===== config.mk =====
export PLATFORM = sky130hd
export DESIGN_NAME = hcbp_packer
export DESIGN_NICKNAME = d
export VERILOG_FILES = /design/src/design/hcbp_pkg.sv /design/src/design/hcbp_packer.sv
export SDC_FILE = /design/constraint.sdc
export NUM_CORES = 1
export LEC_CHECK = 0
export BUFFER_PORTS_ARGS = -buffer_cell sky130_fd_sc_hd__buf_4
export CORE_MARGIN = 2
export CORE_UTILIZATION = 54
export DETAILED_ROUTE_END_ITERATION = 12
export PLACE_DENSITY = 0.75
export SKIP_CTS_REPAIR_TIMING = 1
export SLEW_MARGIN = 20
export SYNTH_ARGS = -nofsm -noshare
export SYNTH_HDL_FRONTEND = slang
export SYNTH_SLANG_ARGS = --single-unit

===== constraint.sdc =====
create_clock -name clock -period 2.8 [get_ports clock]
set_clock_uncertainty 0.1 [all_clocks]
set_input_delay 0.28 -clock clock [delete_from_list [all_inputs] [get_ports clock]]
set_output_delay 0.28 -clock clock [all_outputs]
set_load 0.03 [all_outputs]

===== src/design/hcbp_pkg.sv =====
// Shared types and constants for the Huffman code bit packer.
package hcbp_pkg;

   localparam int SYM_W              = 8;
   localparam int LEN_W              = 6;
   localparam int BYTE_W             = 8;
   localparam int WORD_W_MAX         = 32;
   localparam int TABLE_DEPTH        = 256;
   localparam int MAX_CODE_LEN_DFLT  = 32;
   localparam int REQ_DATA_W         = 48;

   typedef enum logic [1:0] {
      CMD_LOAD   = 2'd0,
      CMD_ENCODE = 2'd1,
      CMD_FLUSH  = 2'd2,
      CMD_NONE   = 2'd3
   } cmd_type;

   // Control side of an item leaving the table lookup stage.
   typedef struct packed {
      logic              valid;
      logic              flush;
      logic [LEN_W-1:0]  len;
   } item_type;

endpackage


===== src/design/hcbp_packer.sv =====
// Bit accumulator and output byte register.
module hcbp_packer #(
   parameter int MAX_CODE_LEN = hcbp_pkg::MAX_CODE_LEN_DFLT
) (
   input  logic                           clock,
   input  logic                           reset,
   input  hcbp_pkg::item_type             item,
   input  logic [((MAX_CODE_LEN < 32) ? MAX_CODE_LEN : 32)-1:0] item_bits,
   output logic                           item_take,
   output logic                           rsp_tvalid,
   input  logic                           rsp_tready,
   output logic [hcbp_pkg::BYTE_W-1:0]    rsp_tdata,
   output logic                           rsp_tlast
);

   localparam int CODE_W = (MAX_CODE_LEN < hcbp_pkg::WORD_W_MAX) ?
                           MAX_CODE_LEN : hcbp_pkg::WORD_W_MAX;
   localparam int ACC_W  = CODE_W + hcbp_pkg::BYTE_W - 1;
   localparam int CNT_W  = $clog2(ACC_W + 1);
   localparam int PEND_W = hcbp_pkg::BYTE_W - 1;
   localparam logic [CNT_W-1:0] CNT_BYTE = CNT_W'(hcbp_pkg::BYTE_W);

   logic [ACC_W-1:0]            acc_ff, acc_in;
   logic [CNT_W-1:0]            cnt_ff, cnt_in;
   logic                        out_valid_ff, out_valid_in;
   logic [hcbp_pkg::BYTE_W-1:0] out_data_ff, out_data_in;
   logic                        out_last_ff, out_last_in;

   logic                        out_free;
   logic                        emit_now;
   logic [CNT_W-1:0]            cnt_after;
   logic [PEND_W-1:0]           pend_mask;
   logic [PEND_W-1:0]           pend;
   logic [CNT_W-1:0]            byte_shift;
   logic [CNT_W-1:0]            flush_shift;
   logic [hcbp_pkg::BYTE_W-1:0] emit_byte;
   logic [hcbp_pkg::BYTE_W-1:0] flush_byte;

   always_comb begin
      out_free    = !out_valid_ff || rsp_tready;
      emit_now    = (cnt_ff >= CNT_BYTE) && out_free;
      cnt_after   = emit_now ? (cnt_ff - CNT_BYTE) : cnt_ff;
      for (int i = 0; i < PEND_W; i++) begin
         pend_mask[i] = (CNT_W'(i) < cnt_after);
      end
      // Bits above the pending count are stale and are masked off here.
      pend        = acc_ff[PEND_W-1:0] & pend_mask;
      byte_shift  = cnt_ff - CNT_BYTE;
      emit_byte   = hcbp_pkg::BYTE_W'(acc_ff >> byte_shift);
      flush_shift = CNT_BYTE - cnt_after;
      flush_byte  = hcbp_pkg::BYTE_W'({1'b0, pend} << flush_shift);
      item_take   = item.valid && (cnt_after < CNT_BYTE);

      acc_in = acc_ff;
      cnt_in = cnt_after;
      if (item_take) begin
         if (item.flush) begin
            // A flush turns the partial byte into a full padded byte that
            // drains like any other.
            if (cnt_after != '0) begin
               acc_in = ACC_W'(flush_byte);
               cnt_in = CNT_BYTE;
            end else begin
               acc_in = '0;
               cnt_in = '0;
            end
         end else begin
            acc_in = (ACC_W'(pend) << item.len) | ACC_W'(item_bits);
            cnt_in = cnt_after + CNT_W'(item.len);
         end
      end

      out_valid_in = out_valid_ff && !rsp_tready;
      out_data_in  = out_data_ff;
      out_last_in  = out_last_ff;
      if (emit_now) begin
         out_valid_in = 1'b1;
         out_data_in  = emit_byte;
         out_last_in  = (cnt_after < CNT_BYTE);
      end
   end

   always_ff @(posedge clock) begin
      if (reset) begin
         acc_ff       <= '0;
         cnt_ff       <= '0;
         out_valid_ff <= 1'b0;
      end else begin
         acc_ff       <= acc_in;
         cnt_ff       <= cnt_in;
         out_valid_ff <= out_valid_in;
      end
      out_data_ff <= out_data_in;
      out_last_ff <= out_last_in;
   end

   assign rsp_tvalid = out_valid_ff;
   assign rsp_tdata  = out_data_ff;
   assign rsp_tlast  = out_last_ff;

`ifndef SYNTH
   a_cnt_range: assert property (@(posedge clock) disable iff (reset)
      cnt_ff <= CNT_W'(ACC_W))
      else $error("accumulator count out of range");

   a_drain: assert property (@(posedge clock) disable iff (reset)
      (cnt_ff >= CNT_BYTE && out_free) |=> out_valid_ff)
      else $error("full byte not moved to output register");

   a_flush: assert property (@(posedge clock) disable iff (reset)
      (item_take && item.flush) |=> (cnt_ff == '0 || cnt_ff == CNT_BYTE))
      else $error("flush left a partial byte");
`endif

endmodule


==> reports/qor.json, run 1 <==
{
  "outcome": {"value": "finished clean"},
  "report.final.hold_viol_count": {"value": 0},
  "post_route_clock_period_utilization": {"value": 97.8, "unit": "%"},
  "longest_clk_path_bufs": {"value": 2},
  "num_io_pins": {"value": 54},
  "grt_pass1_wl": {"value": 25100, "unit": "um"},
  "cts.root.buffer_cell": {"value": "clkbuf_8"},
  "cp.arrival": {"value": 2.84, "unit": "ns"},
  "ys_warn_count": {"value": 0},
  "cts_htree_levels": {"value": 2},
  "minimum_setup_slack_after_placement": {"value": 0.0317, "unit": "ns"},
  "critPathLaunchType": {"value": "flop"},
  "synth-seq-cells": {"value": 55},
  "power.density_cell_area": {"value": 958, "unit": "nW/um^2"},
  "netSwitchingFraction": {"value": 48.8, "unit": "%"},
  "drive_above_1_share": {"value": 27.4, "unit": "%"},
  "worst_tran_pin_value": {"value": 0.713, "unit": "ns"},
  "final_cell_mix": {"value": "95 x buf_4, 58 x nand2_1, 56 x nor2_1"},
  "netlist_top_cells_area": {"value": "dfxtp_1 19%, mux4_2 7.9%, mux2i_1 7.4%"},
  "start_util": {"value": 55.5, "unit": "%"},
  "dr.pass1.iters": {"value": 5},
  "antenna-diode-count": {"value": 0},
  "clock_sink_count": {"value": 55},
  "insertion_delay": {"value": 0.32, "unit": "ns"},
  "full_die_area": {"value": 9740, "unit": "um^2"},
  "grtUsageTotal": {"value": 32.4, "unit": "%"},
  "power": {"value": 5.54, "unit": "mW"},
  "remaining_routing_drc_violations": {"value": 0},
  "std_cell_rows": {"value": 34},
  "placed_cell_area": {"value": 5480, "unit": "um^2"},
  "synth.yosys.seq_area_share": {"value": 24.6, "unit": "%"},
  "netlist_instances": {"value": 583},
  "synth_fp_nets": {"value": 635},
  "leakage": {"value": 2.03, "unit": "nW"},
  "cell_internal_pwr": {"value": 2.83, "unit": "mW"},
  "power_share_of_the_clock_group": {"value": 8.8, "unit": "%"},
  "core-area": {"value": 8720, "unit": "um^2"},
  "clock.fmax": {"value": 365, "unit": "MHz"},
  "critPathMaxFanout": {"value": 5},
  "crit_required": {"value": 2.91, "unit": "ns"},
  "place.gp.congestion": {"value": 0.984},
  "power_frac_comb": {"value": 69.3, "unit": "%"},
  "routed_wire_length_per_instance": {"value": 21.0, "unit": "um"},
  "synth_top_flop_cell": {"value": "dfxtp_1"},
  "drt_iter0_drcs": {"value": 406},
  "critPathCaptureType": {"value": "flop"},
  "drt.antenna.violating_nets": {"value": 0},
  "post-synth-top-area-cell": {"value": "dfxtp_1"},
  "least_setup_slack_across_all_paths_after_layout": {"value": 0.0628, "unit": "ns"},
  "areaGrowthSynthToFinish": {"value": 19.4, "unit": "%"},
  "total_nets_final": {"value": 700},
  "total_overflow_reported_by_the_global_router": {"value": 0},
  "total_switching_power": {"value": 2.70, "unit": "mW"},
  "stdcell_area": {"value": 5780, "unit": "um^2"},
  "relSlewSlack": {"value": 52.3, "unit": "%"},
  "seq_power_share": {"value": 21.9, "unit": "%"},
  "routed-via-count": {"value": 4996},
  "synth-edff-count": {"value": 9},
  "fin_hold_ws": {"value": 0.0705, "unit": "ns"},
  "die_w": {"value": 98.7, "unit": "um"},
  "finalSetupViolCount": {"value": 0},
  "cts-buffers-inserted": {"value": 5},
  "clkTransAtPathRegs": {"value": 0.12, "unit": "ns"},
  "avgSynthCellArea": {"value": 8.31, "unit": "um^2"},
  "post-route-min-period": {"value": 2.74, "unit": "ns"},
  "die-height": {"value": 98.7, "unit": "um"},
  "grt_max_degree": {"value": 41},
  "io_buffer_count": {"value": 53},
  "vdd.ir_drop.worst": {"value": 0.000521, "unit": "V"},
  "worstHoldPathType": {"value": "input port to flop"},
  "cap_viol_max_count": {"value": 0},
  "asyncSetResetFlopFracSynth": {"value": 0, "unit": "%"},
  "layout.cells.most_common": {"value": "buf_4"},
  "clock_tree_from_tritoncts": {"value": "yes"},
  "antenna_violations_before_repair": {"value": 0},
  "final_max_slew_viol_count": {"value": 0},
  "netlist_area": {"value": 4840, "unit": "um^2"},
  "place.detailed.hpwl": {"value": 12200, "unit": "um"},
  "via_count_of_the_first_global_routing_pass": {"value": 4740},
  "post_drt_via_cell_ratio": {"value": 6.60},
  "yosysUniqueCellTypes": {"value": 75},
  "synth_top_area_share": {"value": 19.0, "unit": "%"},
  "wirelength": {"value": 15900, "unit": "um"},
  "criticalPathCategory": {"value": "flop to flop"}
}
## metrics by stage
stage	setup TNS [ns]	util, %	instances
after detailed placement	0	62.8	736
after global routing	-0.0759	66.3	757
after global placement	0	62.8	736
after CTS	-0.0421	63.9	744
final	0	66.3	757
after floorplan	0	-	583
## logic make-up after synthesis
family / after synthesis / share of synthesized area [%]
buffers and inverters: 61 / 5.19
AO/OA/AOI/OAI: 200 / 28.0
multiplexers: 70 / 20.5
AND/OR/NAND/NOR: 183 / 18.4
flip-flops: 55 / 24.6
XOR/XNOR: 5 / 0.904
adder cells (fa/ha/maj): 9 / 2.48
## critical path: stages (launching register included)
cell,delay [ns]
dfxtp_2,0.36
inv_2,0.05
ha_4,0.17
nor4b_4,0.15
buf_4,0.15
a211o_4,0.35
o31ai_4,0.38
mux4_2,0.38
mux2i_4,0.09
buf_4,0.17
a21oi_1,0.21
o21ai_1,0.07
## power groups by stage
stage               clock network, mW  registers [mW]  logic, mW
finish                          0.488            1.21       3.84
global route                    0.523            1.23       4.13
CTS                             0.496            1.20       3.43
detailed placement                  0            1.22       3.42
global placement                    0            1.21       3.38
floorplan                           0            1.31       2.23
## sequential cells by signal, indices dropped and copies added, names as in the netlist
register and count:
rsp_tvalid 1, rsp_tlast 1, rsp_tdata 8, cnt_ff 6
acc_ff 39
## path summary, 6_finish.rpt
check                           from                      end  slack, ns  depth (start not counted)
min                    item_bits[29]  acc_ff[29]$_SDFFE_PP0P_       0.07                          3
max reg2reg     cnt_ff[3]$_SDFF_PP0_  acc_ff[22]$_SDFFE_PP0P_       0.06                         11
min reg2reg  acc_ff[19]$_SDFFE_PP0P_  acc_ff[19]$_SDFFE_PP0P_       0.38                          2
max             cnt_ff[3]$_SDFF_PP0_  acc_ff[22]$_SDFFE_PP0P_       0.06                         11
## Yosys cell counts (8+ instances only)
cell / n
nand2_1: 58
nor2_1: 56
a21oi_1: 49
dfxtp_1: 46
mux2i_1: 36
o21ai_0: 30
clkbuf_1: 27
nor3_1: 18
mux4_2: 17
a31oi_1: 16
inv_1: 16
a211oi_1: 14
mux2_2: 12
o22ai_1: 11
a22oi_1: 10
edfxtp_1: 9
o21ai_1: 9
ha_1: 8
## per-layer routing
metal,part of all wire [%],vias up,global-route usage [%]
li1,-,2341,-
met1,42,2383,44.6
met2,47,240,52.9
met3,8.0,32,3.62
met4,2.7,0,11.7
met5,0,-,0
## final cells by class
cell class | instances | area (um^2)
clock buffers | 5 | 68.8
clock inverters | 3 | 28.8
fillers | 770 | 2940
inverters | 20 | 81.3
multi-input cells | 467 | 3480
flip-flops and latches | 55 | 1200
well taps | 108 | 135
repair buffers | 99 | 790
(Power assumes the default switching activity.)
==> inputs of run 2 (changes only) <==
ABC_AREA = 1   (was unset)
CORE_UTILIZATION = 55   (was 54)
PLACE_DENSITY = 0.76   (was 0.75)
==> run 2 against run 1 <==
  * Synthesized area rose by 6.3%
  * Global-route usage rose by 1.4 points
  * Setup slack improved by 0.17 ns
  * Largest cell class unchanged
  * Highest routed layer unchanged
==> reports/qor.json, run 2 <==
{
  "delay_heaviest_family_cp": {"value": "buffers and inverters"},
  "total_switching_power": {"value": 2.71, "unit": "mW"},
  "post-synth-top-count-cell": {"value": "nand2_1"},
  "synth-edff-count": {"value": 9},
  "power": {"value": 4.95, "unit": "mW"},
  "synth_top_area_share": {"value": 24.3, "unit": "%"},
  "area.sequential": {"value": 1190, "unit": "um^2"},
  "post_drt_via_cell_ratio": {"value": 5.96},
  "clock_tree_from_tritoncts": {"value": "yes"},
  "placed_cell_area": {"value": 5600, "unit": "um^2"},
  "critical-path-max-stage-delay": {"value": 0.36, "unit": "ns"},
  "total_overflow_reported_by_the_global_router": {"value": 0},
  "areaGrowthSynthToFinish": {"value": 10.7, "unit": "%"},
  "cts-buffers-inserted": {"value": 5},
  "remaining_routing_drc_violations": {"value": 0},
  "post-route-util": {"value": 62.3, "unit": "%"},
  "final_cell_mix": {"value": "333 x nand2_1, 131 x nand3_1, 70 x inv_1"},
  "worst-path-buf-inv": {"value": 5},
  "antenna_violations_before_repair": {"value": 0},
  "synth_fp_nets": {"value": 955},
  "critPathLaunchType": {"value": "flop"},
  "cts_htree_levels": {"value": 2},
  "report.final.hold_viol_count": {"value": 0},
  "netlist_area": {"value": 5150, "unit": "um^2"},
  "seq_power_share": {"value": 24.3, "unit": "%"},
  "place.detailed.hpwl": {"value": 13300, "unit": "um"},
  "ys_warn_count": {"value": 0},
  "synth_top_cells_by_count": {"value": "333 x nand2_1, 131 x nand3_1, 70 x inv_1, 63 x a21oi_1, 48 x o21ai_0"},
  "critPathMaxFanout": {"value": 11},
  "synth-seq-cells": {"value": 55},
  "netSwitchingFraction": {"value": 54.7, "unit": "%"},
  "antenna-diode-count": {"value": 0},
  "drive_above_1_share": {"value": 12.0, "unit": "%"},
  "total_nets_final": {"value": 979},
  "die_w": {"value": 101, "unit": "um"},
  "drt_iter0_drcs": {"value": 578},
  "clkTransAtPathRegs": {"value": 0.12, "unit": "ns"},
  "core-area": {"value": 9150, "unit": "um^2"},
  "std_cell_rows": {"value": 35},
  "via_count_of_the_first_global_routing_pass": {"value": 5510},
  "synth.yosys.seq_area_share": {"value": 23.1, "unit": "%"},
  "insertion_delay": {"value": 0.32, "unit": "ns"},
  "cap_viol_max_count": {"value": 0},
  "routed-via-count": {"value": 6192},
  "vdd.ir_drop.worst": {"value": 0.000386, "unit": "V"},
  "place.gp.congestion": {"value": 1.01},
  "longest_clk_path_bufs": {"value": 2},
  "netlist_instances": {"value": 903},
  "worstHoldPathType": {"value": "input port to flop"},
  "fin_hold_ws": {"value": 0.128, "unit": "ns"},
  "post-route-min-period": {"value": 2.57, "unit": "ns"},
  "layout.cells.most_common": {"value": "nand2_1"},
  "grt_pass1_wl": {"value": 27300, "unit": "um"},
  "critPathCaptureType": {"value": "primary output"},
  "criticalPathCategory": {"value": "flop to primary output"},
  "yosysUniqueCellTypes": {"value": 42},
  "power.density_cell_area": {"value": 869, "unit": "nW/um^2"},
  "final_total_negative_setup_slack": {"value": 0, "unit": "ns"},
  "power_frac_comb": {"value": 65.5, "unit": "%"},
  "routed_wire_length_per_instance": {"value": 16.4, "unit": "um"},
  "outcome": {"value": "finished clean"},
  "worst_path_max_delay_cell": {"value": "dfxtp_1"},
  "grtUsageTotal": {"value": 33.8, "unit": "%"},
  "crit_required": {"value": 2.42, "unit": "ns"},
  "regMostFlops": {"value": "acc_ff"},
  "netlist_top_cells_area": {"value": "nand2_1 24%, dfxtp_1 18%, nand3_1 13%"},
  "final_max_slew_viol_count": {"value": 0},
  "cell_internal_pwr": {"value": 2.24, "unit": "mW"},
  "avgSynthCellArea": {"value": 5.70, "unit": "um^2"},
  "io_buffer_count": {"value": 53},
  "post-synth-top-area-cell": {"value": "nand2_1"},
  "multi_input_area": {"value": 3440, "unit": "um^2"},
  "cp.arrival": {"value": 2.19, "unit": "ns"},
  "full_die_area": {"value": 10100, "unit": "um^2"},
  "grt_max_degree": {"value": 48},
  "asyncSetResetFlopFracSynth": {"value": 0, "unit": "%"},
  "power_share_of_the_clock_group": {"value": 10.2, "unit": "%"},
  "finalSetupViolCount": {"value": 0},
  "nFillCells": {"value": 889},
  "timing.critical_path.cells": {"value": "inv_2, ha_1, inv_2, nand3_2, nand2_4, nor2_8, nand2_2, clkinv_2, nand2_4, inv_1, buf_4"},
  "die-height": {"value": 101, "unit": "um"},
  "drt.antenna.violating_nets": {"value": 0},
  "cts.root.buffer_cell": {"value": "clkbuf_8"},
  "wirelength": {"value": 17100, "unit": "um"},
  "largest_reg_flops": {"value": 39},
  "dr.pass1.iters": {"value": 5},
  "stdcell_area": {"value": 5700, "unit": "um^2"},
  "leakage": {"value": 2.63, "unit": "nW"},
  "worst_tran_pin_value": {"value": 0.613, "unit": "ns"},
  "start_util": {"value": 56.2, "unit": "%"},
  "clock_sink_count": {"value": 55},
  "num_io_pins": {"value": 54},
  "relSlewSlack": {"value": 59.1, "unit": "%"},
  "synth_top_flop_cell": {"value": "dfxtp_1"},
  "clock.fmax": {"value": 390, "unit": "MHz"},
  "rsz0062_at_grt": {"value": "false"},
  "post_route_clock_period_utilization": {"value": 91.7, "unit": "%"}
}
-- run 2: final cells by class --
cell class / instances / share of cell area [%]
multi-input combinational: 717 / 60.5
tap: 111 / 2.44
clock inverter: 3 / 0.593
timing repair buffer: 67 / 9.05
inverter: 81 / 5.36
clock buffer: 5 / 1.21
sequential: 55 / 20.9
-- run 2: power groups by stage --
stage	Sequential, mW	Clock, mW	Combinational, mW
finish	1.20	0.505	3.24
global route	1.23	0.541	3.56
CTS	1.20	0.508	3.18
detailed placement	1.22	0	3.17
global placement	1.21	0	3.14
floorplan	1.32	0	2.22
-- run 2: through the flow --
step,worst slack [ns],instances
2_1_floorplan,0.236,903
6_report,0.233,1039
3_3_place_gp,0.406,1031
4_1_cts,0.245,1039
3_5_place_dp,0.356,1031
5_1_grt,0.0763,1039
-- run 2: worst paths after layout --
path | startpoint | end | slack, ns | cells after the start
worst max-delay path | cnt_ff[3]$_SDFF_PP0_ | item_take | 0.23 | 11
worst min-delay path | item_bits[0] | acc_ff[0]$_SDFFE_PP0P_ | 0.13 | 3
worst max register to register | cnt_ff[3]$_SDFF_PP0_ | acc_ff[2]$_SDFFE_PP0P_ | 0.25 | 15
worst min register to register | acc_ff[8]$_SDFFE_PP0P_ | acc_ff[8]$_SDFFE_PP0P_ | 0.38 | 2
-- run 2: cells by family (layout without fill, tap and decap cells) --
| logic type | Yosys count | after routing | synth area share [%] |
|---|---|---|---|
| simple gates | 550 | 550 | 46.9 |
| buf+inv | 131 | 156 | 9.94 |
| flops | 55 | 55 | 23.1 |
| fa+ha+maj | 9 | 9 | 2.33 |
| mux | 4 | 4 | 0.778 |
| xor+xnor | 1 | 1 | 0.170 |
| compound gates | 153 | 153 | 16.7 |
-- run 2: routing by layer --
metal,part of all wire (%),GRT usage [%],vias up
met1,44,48.9,2777
met4,2.9,11.7,0
li1,-,-,3018
met5,0,0,-
met3,8.3,3.54,41
met2,45,52.3,356
-- run 2: worst min-delay path, delay by kind of cell --
family | cells | cell delay, ns
compound gates | 2 | 0.16
buf+inv | 1 | 0.08
